<file path="src/hdl/rfv_pkg.sv">
// Package for the rectangle fourth-vertex generator.
// Holds the shared constants and the single-precision compare helpers.
// No dependencies.
`timescale 1ns / 1ps

package rfv_pkg;

	localparam int unsigned WORD_W = 32;
	localparam int unsigned LANE_DEPTH = 5;
	localparam int unsigned VECTOR_LEN_DEF = 4;
	localparam logic [WORD_W-1:0] QNAN = 32'h7fc0_0000;

	function automatic logic fp_is_nan(input logic [WORD_W-1:0] v);
		fp_is_nan = (v[30:23] == 8'hff) && (v[22:0] != 23'd0);
	endfunction

	// IEEE less-than: false when either side is NaN, and zeros of either sign are equal.
	function automatic logic fp_lt(input logic [WORD_W-1:0] a, input logic [WORD_W-1:0] b);
		logic both_zero;
		both_zero = (a[30:0] == 31'd0) && (b[30:0] == 31'd0);
		if (fp_is_nan(a) || fp_is_nan(b) || both_zero) begin
			fp_lt = 1'b0;
		end else begin
			case ({a[31], b[31]})
				2'b00: fp_lt = a[30:0] < b[30:0];
				2'b11: fp_lt = a[30:0] > b[30:0];
				2'b10: fp_lt = 1'b1;
				default: fp_lt = 1'b0;
			endcase
		end
	endfunction

endpackage

</file>
<file path="src/hdl/rfv_lane.sv">
// One axis lane: min/max, single-precision midpoint and halving pipeline.
// Depends on rfv_pkg. The final compare and select is combinational; the merging stage registers it.
`timescale 1ns / 1ps

module rfv_lane
	import rfv_pkg::*;
(
	input  logic              clk,
	input  logic              en,
	input  logic [WORD_W-1:0] a,
	input  logic [WORD_W-1:0] b,
	input  logic [WORD_W-1:0] c,
	output logic [WORD_W-1:0] pick
);

	function automatic logic [4:0] lzc27(input logic [26:0] v);
		logic [4:0] lz;
		lz = 5'd27;
		for (int i = 0; i < 27; i++) begin
			if (v[i]) begin
				lz = 5'(26 - i);
			end
		end
		lzc27 = lz;
	endfunction

	// Stage 1: minimum and maximum, operands kept for the final compare.
	logic [WORD_W-1:0] a_s1, b_s1, c_s1, lo_s1, hi_s1;
	logic [WORD_W-1:0] in_min, in_max;

	always_comb begin
		in_min = fp_lt(c, b) ? c : b;
		in_max = fp_lt(b, c) ? c : b;
	end

	always_ff @(posedge clk) begin
		if (en) begin
			a_s1  <= a;
			b_s1  <= b;
			c_s1  <= c;
			lo_s1 <= fp_lt(in_min, a) ? in_min : a;
			hi_s1 <= fp_lt(a, in_max) ? in_max : a;
		end
	end

	// Stage 2: order by magnitude and align the smaller significand.
	logic [WORD_W-1:0] a_s2, b_s2, c_s2, lo_s2, hi_s2;
	logic [26:0] mb_s2, ms_s2;
	logic [7:0]  e_s2;
	logic        sub_s2, sgn_s2, spec_s2;
	logic [WORD_W-1:0] specv_s2;

	logic [WORD_W-1:0] big, sml;
	logic [7:0]  eb, es, d;
	logic [26:0] mb, ms, msh;
	logic        st, spec;
	logic [WORD_W-1:0] specv;

	always_comb begin
		big = (lo_s1[30:0] < hi_s1[30:0]) ? hi_s1 : lo_s1;
		sml = (lo_s1[30:0] < hi_s1[30:0]) ? lo_s1 : hi_s1;
		eb  = (big[30:23] == 8'd0) ? 8'd1 : big[30:23];
		es  = (sml[30:23] == 8'd0) ? 8'd1 : sml[30:23];
		mb  = {big[30:23] != 8'd0, big[22:0], 3'b000};
		ms  = {sml[30:23] != 8'd0, sml[22:0], 3'b000};
		d   = eb - es;
		if (d >= 8'd27) begin
			msh = 27'd0;
			st  = |ms;
		end else begin
			msh = ms >> d;
			st  = |(ms & ~(27'h7ff_ffff << d));
		end
		msh[0] = msh[0] | st;
		spec  = 1'b0;
		specv = QNAN;
		if (fp_is_nan(lo_s1) || fp_is_nan(hi_s1)) begin
			spec = 1'b1;
		end else if (big[30:23] == 8'hff) begin
			spec = 1'b1;
			// Infinities of opposite sign give NaN, otherwise the infinity stands.
			if (!((sml[30:23] == 8'hff) && (sml[31] != big[31]))) begin
				specv = big;
			end
		end
	end

	always_ff @(posedge clk) begin
		if (en) begin
			a_s2     <= a_s1;
			b_s2     <= b_s1;
			c_s2     <= c_s1;
			lo_s2    <= lo_s1;
			hi_s2    <= hi_s1;
			mb_s2    <= mb;
			ms_s2    <= msh;
			e_s2     <= eb;
			sub_s2   <= big[31] ^ sml[31];
			sgn_s2   <= big[31];
			spec_s2  <= spec;
			specv_s2 <= specv;
		end
	end

	// Stage 3: add or subtract, then normalize.
	logic [WORD_W-1:0] a_s3, b_s3, c_s3, lo_s3, hi_s3;
	logic [26:0] r_s3;
	logic [8:0]  e_s3;
	logic        sgn_s3, spec_s3;
	logic [WORD_W-1:0] specv_s3;

	logic [27:0] sum;
	logic [26:0] rn;
	logic [8:0]  en_e;
	logic [4:0]  lz;
	logic [7:0]  lim, sh;

	always_comb begin
		sum = sub_s2 ? ({1'b0, mb_s2} - {1'b0, ms_s2}) : ({1'b0, mb_s2} + {1'b0, ms_s2});
		lz  = lzc27(sum[26:0]);
		lim = e_s2 - 8'd1;
		sh  = ({3'd0, lz} < lim) ? {3'd0, lz} : lim;
		if (sum[27]) begin
			rn   = {sum[27:2], sum[1] | sum[0]};
			en_e = {1'b0, e_s2} + 9'd1;
		end else begin
			rn   = sum[26:0] << sh;
			en_e = {1'b0, e_s2} - {1'b0, sh};
		end
	end

	always_ff @(posedge clk) begin
		if (en) begin
			a_s3     <= a_s2;
			b_s3     <= b_s2;
			c_s3     <= c_s2;
			lo_s3    <= lo_s2;
			hi_s3    <= hi_s2;
			r_s3     <= rn;
			e_s3     <= en_e;
			sgn_s3   <= sgn_s2;
			spec_s3  <= spec_s2;
			specv_s3 <= specv_s2;
		end
	end

	// Stage 4: round to nearest even and pack the sum.
	logic [WORD_W-1:0] a_s4, b_s4, c_s4, lo_s4, hi_s4, sum_s4;
	logic [24:0] m25;
	logic [23:0] mr;
	logic [8:0]  er;
	logic        up;
	logic [WORD_W-1:0] packed_sum;

	always_comb begin
		up  = r_s3[2] & (r_s3[1] | r_s3[0] | r_s3[3]);
		m25 = {1'b0, r_s3[26:3]} + {24'd0, up};
		if (m25[24]) begin
			mr = m25[24:1];
			er = e_s3 + 9'd1;
		end else begin
			mr = m25[23:0];
			er = e_s3;
		end
		if (spec_s3) begin
			packed_sum = specv_s3;
		end else if (er >= 9'd255) begin
			packed_sum = {sgn_s3, 8'hff, 23'd0};
		end else if (mr[23]) begin
			packed_sum = {sgn_s3, er[7:0], mr[22:0]};
		end else begin
			packed_sum = {sgn_s3, 8'd0, mr[22:0]};
		end
	end

	always_ff @(posedge clk) begin
		if (en) begin
			a_s4   <= a_s3;
			b_s4   <= b_s3;
			c_s4   <= c_s3;
			lo_s4  <= lo_s3;
			hi_s4  <= hi_s3;
			sum_s4 <= packed_sum;
		end
	end

	// Stage 5: halve the sum; tiny values shift right with round to nearest even.
	logic [WORD_W-1:0] a_s5, b_s5, c_s5, lo_s5, hi_s5, mid_s5;
	logic [23:0] sig, q;
	logic [WORD_W-1:0] half;

	always_comb begin
		sig = {sum_s4[30:23] == 8'd1, sum_s4[22:0]};
		q   = (sig >> 1) + {23'd0, sig[0] & sig[1]};
		if (sum_s4[30:23] == 8'hff) begin
			half = sum_s4;
		end else if (sum_s4[30:23] >= 8'd2) begin
			half = {sum_s4[31], sum_s4[30:23] - 8'd1, sum_s4[22:0]};
		end else begin
			half = {sum_s4[31], 7'd0, q};
		end
	end

	always_ff @(posedge clk) begin
		if (en) begin
			a_s5   <= a_s4;
			b_s5   <= b_s4;
			c_s5   <= c_s4;
			lo_s5  <= lo_s4;
			hi_s5  <= hi_s4;
			mid_s5 <= half;
		end
	end

	// Count the operands below the midpoint; fewer than two chooses the minimum.
	logic [1:0] below;

	always_comb begin
		below = {1'b0, fp_lt(a_s5, mid_s5)} + {1'b0, fp_lt(b_s5, mid_s5)}
			+ {1'b0, fp_lt(c_s5, mid_s5)};
		pick = (below < 2'd2) ? lo_s5 : hi_s5;
	end

endmodule

</file>
<file path="src/hdl/rect_fourth_vertex_gen.sv">
// Top level of the rectangle fourth-vertex generator.
// Depends on rfv_pkg and rfv_lane (one lane each for x and y).
`timescale 1ns / 1ps

// Usage:
// The input channel carries one word per rectangle: three corners, with z and w
// of the first corner. The output channel returns one word per input word, the
// missing fourth corner. Both channels use valid and stall; a word moves at a
// rising edge where valid is high and stall is low.
// Each coordinate goes through its own lane: min/max selection, a
// single-precision add with round to nearest even, normalization, rounding,
// halving, and then the merging stage compares the three values against the
// midpoint and registers the chosen corner.
// An accepted input word passes through the lane stages and the merging stage.
// One word per clock unless the output stalls; the lanes are fully pipelined.
// The pipeline and its output register advance together. When the receiver
// stalls a valid output, the whole pipeline holds and the input stall rises in
// the same cycle; no word is lost or repeated.
// Reset clears the valid bits of every stage and of the output; data
// registers are not reset. z and w are delayed alongside and are driven as zero
// when VECTOR_LEN does not include them.

module rect_fourth_vertex_gen
	import rfv_pkg::*;
#(
	parameter int unsigned VECTOR_LEN = VECTOR_LEN_DEF
) (
	input  logic              clk,
	input  logic              arst_n,
	input  logic              in_valid,
	output logic              in_stall,
	input  logic [WORD_W-1:0] v0_x,
	input  logic [WORD_W-1:0] v0_y,
	input  logic [WORD_W-1:0] v0_z,
	input  logic [WORD_W-1:0] v0_w,
	input  logic [WORD_W-1:0] v1_x,
	input  logic [WORD_W-1:0] v1_y,
	input  logic [WORD_W-1:0] v2_x,
	input  logic [WORD_W-1:0] v2_y,
	output logic              out_valid,
	input  logic              out_stall,
	output logic [WORD_W-1:0] v3_x,
	output logic [WORD_W-1:0] v3_y,
	output logic [WORD_W-1:0] v3_z,
	output logic [WORD_W-1:0] v3_w
);

	// The pipeline moves whenever the output register is empty or being taken.
	logic en;
	logic out_valid_q;
	assign en       = !(out_valid_q && out_stall);
	assign in_stall = !en;

	// Valid bits track words through the lane stages.
	logic [LANE_DEPTH-1:0] vld_q;

	always_ff @(posedge clk or negedge arst_n) begin
		if (!arst_n) begin
			vld_q <= '0;
		end else if (en) begin
			vld_q <= {vld_q[LANE_DEPTH-2:0], in_valid};
		end
	end

	logic [WORD_W-1:0] pick_x, pick_y;

	rfv_lane u_lane_x (
		.clk  (clk),
		.en   (en),
		.a    (v0_x),
		.b    (v1_x),
		.c    (v2_x),
		.pick (pick_x)
	);

	rfv_lane u_lane_y (
		.clk  (clk),
		.en   (en),
		.a    (v0_y),
		.b    (v1_y),
		.c    (v2_y),
		.pick (pick_y)
	);

	// z and w ride along with the lanes when the vector has them.
	logic [WORD_W-1:0] z_dly, w_dly;

	generate
		if (VECTOR_LEN >= 3) begin : g_z
			logic [WORD_W-1:0] z_q [LANE_DEPTH];
			always_ff @(posedge clk) begin
				if (en) begin
					z_q[0] <= v0_z;
					for (int i = 1; i < LANE_DEPTH; i++) begin
						z_q[i] <= z_q[i-1];
					end
				end
			end
			assign z_dly = z_q[LANE_DEPTH-1];
		end else begin : g_no_z
			assign z_dly = '0;
		end
		if (VECTOR_LEN >= 4) begin : g_w
			logic [WORD_W-1:0] w_q [LANE_DEPTH];
			always_ff @(posedge clk) begin
				if (en) begin
					w_q[0] <= v0_w;
					for (int i = 1; i < LANE_DEPTH; i++) begin
						w_q[i] <= w_q[i-1];
					end
				end
			end
			assign w_dly = w_q[LANE_DEPTH-1];
		end else begin : g_no_w
			assign w_dly = '0;
		end
	endgenerate

	// Merging stage: the two lane results and the copied words form one output word.
	logic [WORD_W-1:0] x_q, y_q, z_q, w_q;

	always_ff @(posedge clk or negedge arst_n) begin
		if (!arst_n) begin
			out_valid_q <= 1'b0;
		end else if (en) begin
			out_valid_q <= vld_q[LANE_DEPTH-1];
		end
	end

	always_ff @(posedge clk) begin
		if (en) begin
			x_q <= pick_x;
			y_q <= pick_y;
			z_q <= z_dly;
			w_q <= w_dly;
		end
	end

	assign out_valid = out_valid_q;
	assign v3_x      = x_q;
	assign v3_y      = y_q;
	assign v3_z      = z_q;
	assign v3_w      = w_q;

endmodule

</file>
<file path="config.mk">
export PLATFORM = sky130hd
export DESIGN_NAME = rect_fourth_vertex_gen
export DESIGN_NICKNAME = d
export VERILOG_FILES = /design/src/hdl/rfv_pkg.sv /design/src/hdl/rfv_lane.sv /design/src/hdl/rect_fourth_vertex_gen.sv
export SDC_FILE = /design/constraint.sdc
export NUM_CORES = 2
export LEC_CHECK = 0
export BUFFER_PORTS_ARGS = -buffer_cell sky130_fd_sc_hd__clkbuf_2
export CORE_MARGIN = 4
export CORE_UTILIZATION = 50
export DETAILED_ROUTE_END_ITERATION = 10
export GPL_TIMING_DRIVEN = 0
export PLACE_DENSITY = 0.66
export SYNTH_ARGS = -nofsm -noshare
export SYNTH_HDL_FRONTEND = slang
export SYNTH_SLANG_ARGS = --single-unit
export TNS_END_PERCENT = 1
</file>
<file path="constraint.sdc">
create_clock -name clk -period 94 [get_ports clk]
set_clock_uncertainty 0.05 [all_clocks]
set_input_delay 18.8 -clock clk [delete_from_list [all_inputs] [get_ports clk]]
set_output_delay 18.8 -clock clk [all_outputs]
set_load 0.01 [all_outputs]
</file>
---- Yosys cells after proc, flatten, opt, wreduce, memory -nomap -nowiden ----
Memory sizes are Yosys's and may differ from the RTL's. A register that Yosys moved wholly into a read port is not among the register bits.
Cells that the tools add are included.
operators by class
  magnitude comparators ................... 40
  reduce and logical (&&, ||, !) cells .... 133
  equal/unequal tests ..................... 60
  multiplexer cells ....................... 133
  shifts and indexed selects .............. 6
  $add $sub $neg .......................... 24
  bitwise operators ....................... 20
operators with widths
  operator                 number
  $logic_not A31 Y1        18
  $mux W32                 16
  $reduce_bool A23 Y1      22
  $lt A31 B31 Y1           16
  $gt A31 B31 Y1           14
  $mux W31                 8
  $eq A8 B8 Y1 const B     28
  $mux W5                  32
  $mux W4                  16
  $add A27 B27 Y28         2
  $eq A2 B2 Y1 const B     28
  $mux W28                 2
  $sub A27 B27 Y28         2
  $and A27 B27 Y27         2
  $not A27 Y27             2
  $reduce_or A27 Y1        2
  $shl A27 B8 Y27          2
  $shl A27 B8 Y27 const A  2
  $shr A27 B8 Y27          2
  $mux W26                 2
  $add A24 B1 Y25          2
  $add A23 B1 Y24          2
  $mux W24                 2
  $mux W8                  6
  30 further kinds         186
word-level totals
  flip-flop bits (word level) ............. 2126
  logic and storage cells ................. 504
  input bits .............................. 260
  memories kept ........................... 2
  output and inout port bits .............. 130
  bits in writable memories ............... 320
memory list
  memory   words  width  read ports  clocked after memory_dff  write ports  line                           source
  g_w.w_q  5      32     5           1                         5            rect_fourth_vertex_gen.sv:104  logic [WORD_W-1:0] w_q [LANE_DEPTH];
  g_z.z_q  5      32     5           1                         5            rect_fourth_vertex_gen.sv:90   logic [WORD_W-1:0] z_q [LANE_DEPTH];

---- Depth between registers and ports, before layout ----
  depth after elaboration ................. 33
  gate-level depth with buffers ........... 38
  mapped depth without buffers ............ 35

---- Hierarchy ----
A second synthesis with hierarchy kept.
unflattened totals
  cells, all modules ...................... 7903
  area total of the unflattened synthesis .. 112250.2 sq um
by module, submodules not included
  module                  area each (sq um)  cells an instance  seq. area each (sq um)  times used
  rfv_lane (u_lane_x)     49472.4            3670               30869.6                 1
  rfv_lane (u_lane_y)     49073.3            3770               30869.6                 1
  rect_fourth_vertex_gen  13704.4            463                13603.0                 1

---- Worst setup path before layout ----
OpenSTA, ideal clock, no wires.
  kind .................................... input -> output
  start ................................... input out_stall
  end ..................................... output in_stall
  data arrival time ....................... 76.455 ns
  cell stages on the path ................. 2
  data required time ...................... 75.150 ns
  slack ................................... -1.305 ns
  buffers on the path ..................... 0
  cell sequence ........................... nand2_1 -> inv_1
between the ends
  longest elaborated chain between the ends .. 1
ends and longest elaborated chain
  item                 line                          source
  start: declaration   rect_fourth_vertex_gen.sv:41  input logic out_stall,
  $logic_and A1 B1 Y1  rect_fourth_vertex_gen.sv:51  assign en = !(out_valid_q && out_stall);
  end: declaration     rect_fourth_vertex_gen.sv:31  output logic in_stall,
Every way passes these cells.

---- Worst setup path in the final report ----
Ends and elaborated chain as after synthesis.

==> impl_metrics.yaml <==
cts:
  clkTransAtPathRegs_ns: 0.06
  clk_latency_ns: 0.93
  post_cts_resized: 0
  numCtsBuffers: 278
  clk_path_buf_depth: 4
  cts_hold_buffers: 0
  clock-sinks: 2510
  cts_setup_buffers: 0
  root_buffer: "clkbuf_16"
  cts.htree.levels: 5
  cts_tree: "yes"
final_layout:
  postLayoutCoreUtil_pct: 57.1
  largestRegisters: "g_w.w_q (160), g_z.z_q (160)"
  final_cells: 11900
  drive_gt1_share_pct: 13.6
  register_area_um2: 75300
  synthToLayoutAreaGrowth_pct: 13.4
  layout.nets: 9532
  num-fill-cells: 17900
  multi_input_area_um2: 35300
  final_cell_area_um2: 128000
placement:
  place_area_um2: 120000
  dpl.hpwl_mm: 227
  numPortBuffers: 389
  dp.cells: 11400
  routabilityCongestion: 0.949
floorplanning:
  initial_utilization_pct: 50.3
  die_y_um: 484
  die-area_um2: 234000
  die_w_um: 484
  rows: 174
  io_pins: 390
  core-area_um2: 225000
routing:
  dr.first_iter.drc_count: 6460
  vias_per_cell: 5.86
  first_pass_iters: 6
  drt-total-wl_mm: 304
  via_count: 69600
  drc: 0
  antenna_left: 0
  wire_per_inst_um: 25.6
global_routing:
  antenna_found_initial: 13
  grt_max_degree: 134
  grt_first_pass_wirelength_mm: 445
  grt_use_total_pct: 25.4
  grt_pass1_vias: 68600
  grt_overflow_total: 0
logic_synthesis:
  synth_cell_types: 122
  synth_area_um2: 113000
  avgSynthCellArea_um2: 14.3
  synth_ff_type: "edfxtp_1"
  synth_edf_count: 2504
  netlist_instances: 7930
  synth_seq_cells: 2510
  ys_seq_area_share_pct: 66.5
  ys_warn_count: 0
  synth-async-reset-ratio_pct: 0.239
setup_path:
  path_class: "in -> out"
  critPathRequiredTime_ns: 75.15
  worstPathArrival_ns: 22.80
  setup.worst_path.start: "out_stall"
  cp_common_cell: "buf_16"
  critPathMaxStageDelay_ns: 0.52
  r2r-start: "u_lane_x.hi_s1[16]"
  r2r_slack_ns: 84.29
  crit_chain: "clkbuf_2 -> nand2_8 -> buf_16 -> buf_16 -> buf_16 -> buf_16 -> buf_16 -> buf_16 -> inv_1 -> clkbuf_2"
  worstSetupStartpointType: "input pin"
  slowest_stage: "buf_16"
  worst_setup_path_end_kind: "output port"
  critPathMaxFanout: 128
  reg2reg_depth: 35
  r2r_end: "u_lane_x.ms_s2[0]"
  crit_end: "in_stall"
status:
  status: "complete, no violations"
sta:
  final-setup-viol-count: 0
  worstMarginPinSlew_ns: 1.35
  fmax_ghz: 0.0240
  rsz0062_at_grt: "no"
  tns_ns: 0
  relSlewSlack_pct: 10.2
  hold_violations: 0
  period_share_pct: 44.3
  drv_slew: 0
  period_minus_slack_ns: 41.65
worst_hold_path:
  holdCritPathClass: "reg -> reg"
flow_run:
  cap_violations: 0
-- per-stage QoR --
stage	worst slack, ns	hold WS, ns
2_1_floorplan	23.97	0.350
3_3_place_gp	16.58	0.350
3_5_place_dp	52.24	0.355
4_1_cts	52.25	0.319
5_1_grt	51.97	0.315
6_report	52.35	0.319
-- layer usage --
layer	track usage, %	vias up	part of all wire, %
met3	3.44	671	5.3
met1	33.0	34300	41
met4	11.9	4	5.3
met2	42.4	2443	48
li1	-	32200	-
met5	0	-	0.0069
-- cells in the mapped netlist, types with 48 or more instances --
| cell type | instances | area, µm² |
|---|---|---|
| a211oi_1 | 61 | 458 |
| a21o_1 | 119 | 893 |
| a21oi_1 | 348 | 1740 |
| and3_1 | 61 | 382 |
| clkbuf_1 | 155 | 582 |
| edfxtp_1 | 2504 | 75200 |
| ha_1 | 588 | 7360 |
| inv_1 | 475 | 1780 |
| mux2_2 | 224 | 2520 |
| mux2i_1 | 316 | 3160 |
| nand2_1 | 463 | 1740 |
| nand2b_1 | 74 | 463 |
| nand3_1 | 163 | 816 |
| nand4_1 | 198 | 1240 |
| nor2_1 | 342 | 1280 |
| nor2b_1 | 97 | 607 |
| nor3_1 | 125 | 626 |
| nor4_1 | 153 | 957 |
| o211ai_1 | 56 | 420 |
| o21a_1 | 80 | 601 |
| o21ai_0 | 343 | 1720 |
| or3_1 | 48 | 300 |
| xnor2_1 | 90 | 788 |
| xor2_1 | 53 | 464 |
-- worst min-delay path by stage --
stage                       start                 end  depth (start not counted)
2_1_floorplan       g_w.w_q[0][0]       g_w.w_q[1][0]                          0
3_3_place_gp   u_lane_y.hi_s3[22]  u_lane_y.hi_s4[22]                          0
3_5_place_dp       g_w.w_q[0][16]      g_w.w_q[1][16]                          0
4_1_cts        u_lane_y.lo_s3[12]  u_lane_y.lo_s4[12]                          0
5_1_grt        u_lane_y.hi_s2[30]  u_lane_y.hi_s3[30]                          0
6_report       u_lane_y.hi_s3[29]  u_lane_y.hi_s4[29]                          0
-- final cells by class --
cell class              instances  area share (%)
flip-flops and latches       2510            58.6
multi-input cells            4762            27.5
clock buffers                 339            5.70
well taps                    2992            2.91
repair buffers                410            1.96
inverters                     481            1.41
clock inverters               137            1.04
plain buffers                 235           0.811
diodes                         18          0.0351
-- cell families after synthesis --
kind of cell	after synthesis	share of synthesized area, %
compound gates	1492	8.80
xor+xnor	147	1.16
fa+ha+maj	594	6.60
buf+inv	716	2.52
flops	2510	66.5
mux	587	5.92
other cells	2	0.00663
simple gates	1882	8.50
-- cells in the final DEF (no fill, tap or decap), drive strengths merged, types with 45 or more instances in the layout --
cell / instances
xnor2: 94
a211oi: 62
a21o: 119
nor3: 127
a21oi: 351
mux2: 227
xor2: 53
o31ai: 45
o21a: 80
nand4: 198
clkbuf: 883
buf: 101
or3: 48
nand2b: 76
nor2b: 97
mux2i: 317
nand3: 164
and3: 61
ha: 588
clkinv: 90
o211ai: 57
o21ai: 363
nor4: 154
nand2: 463
conb: 60
inv: 492
edfxtp: 2504
nor2: 343
-- worst max-delay path, delay by kind of cell --
| kind | cells | cell delay (ns) |
|---|---|---|
| and+or+nand+nor | 1 | 0.41 |
| buffers and inverters | 9 | 3.08 |
Power is not shown: default switching activity piles up to over one toggle a cycle in this logic, so the estimate is an artifact.
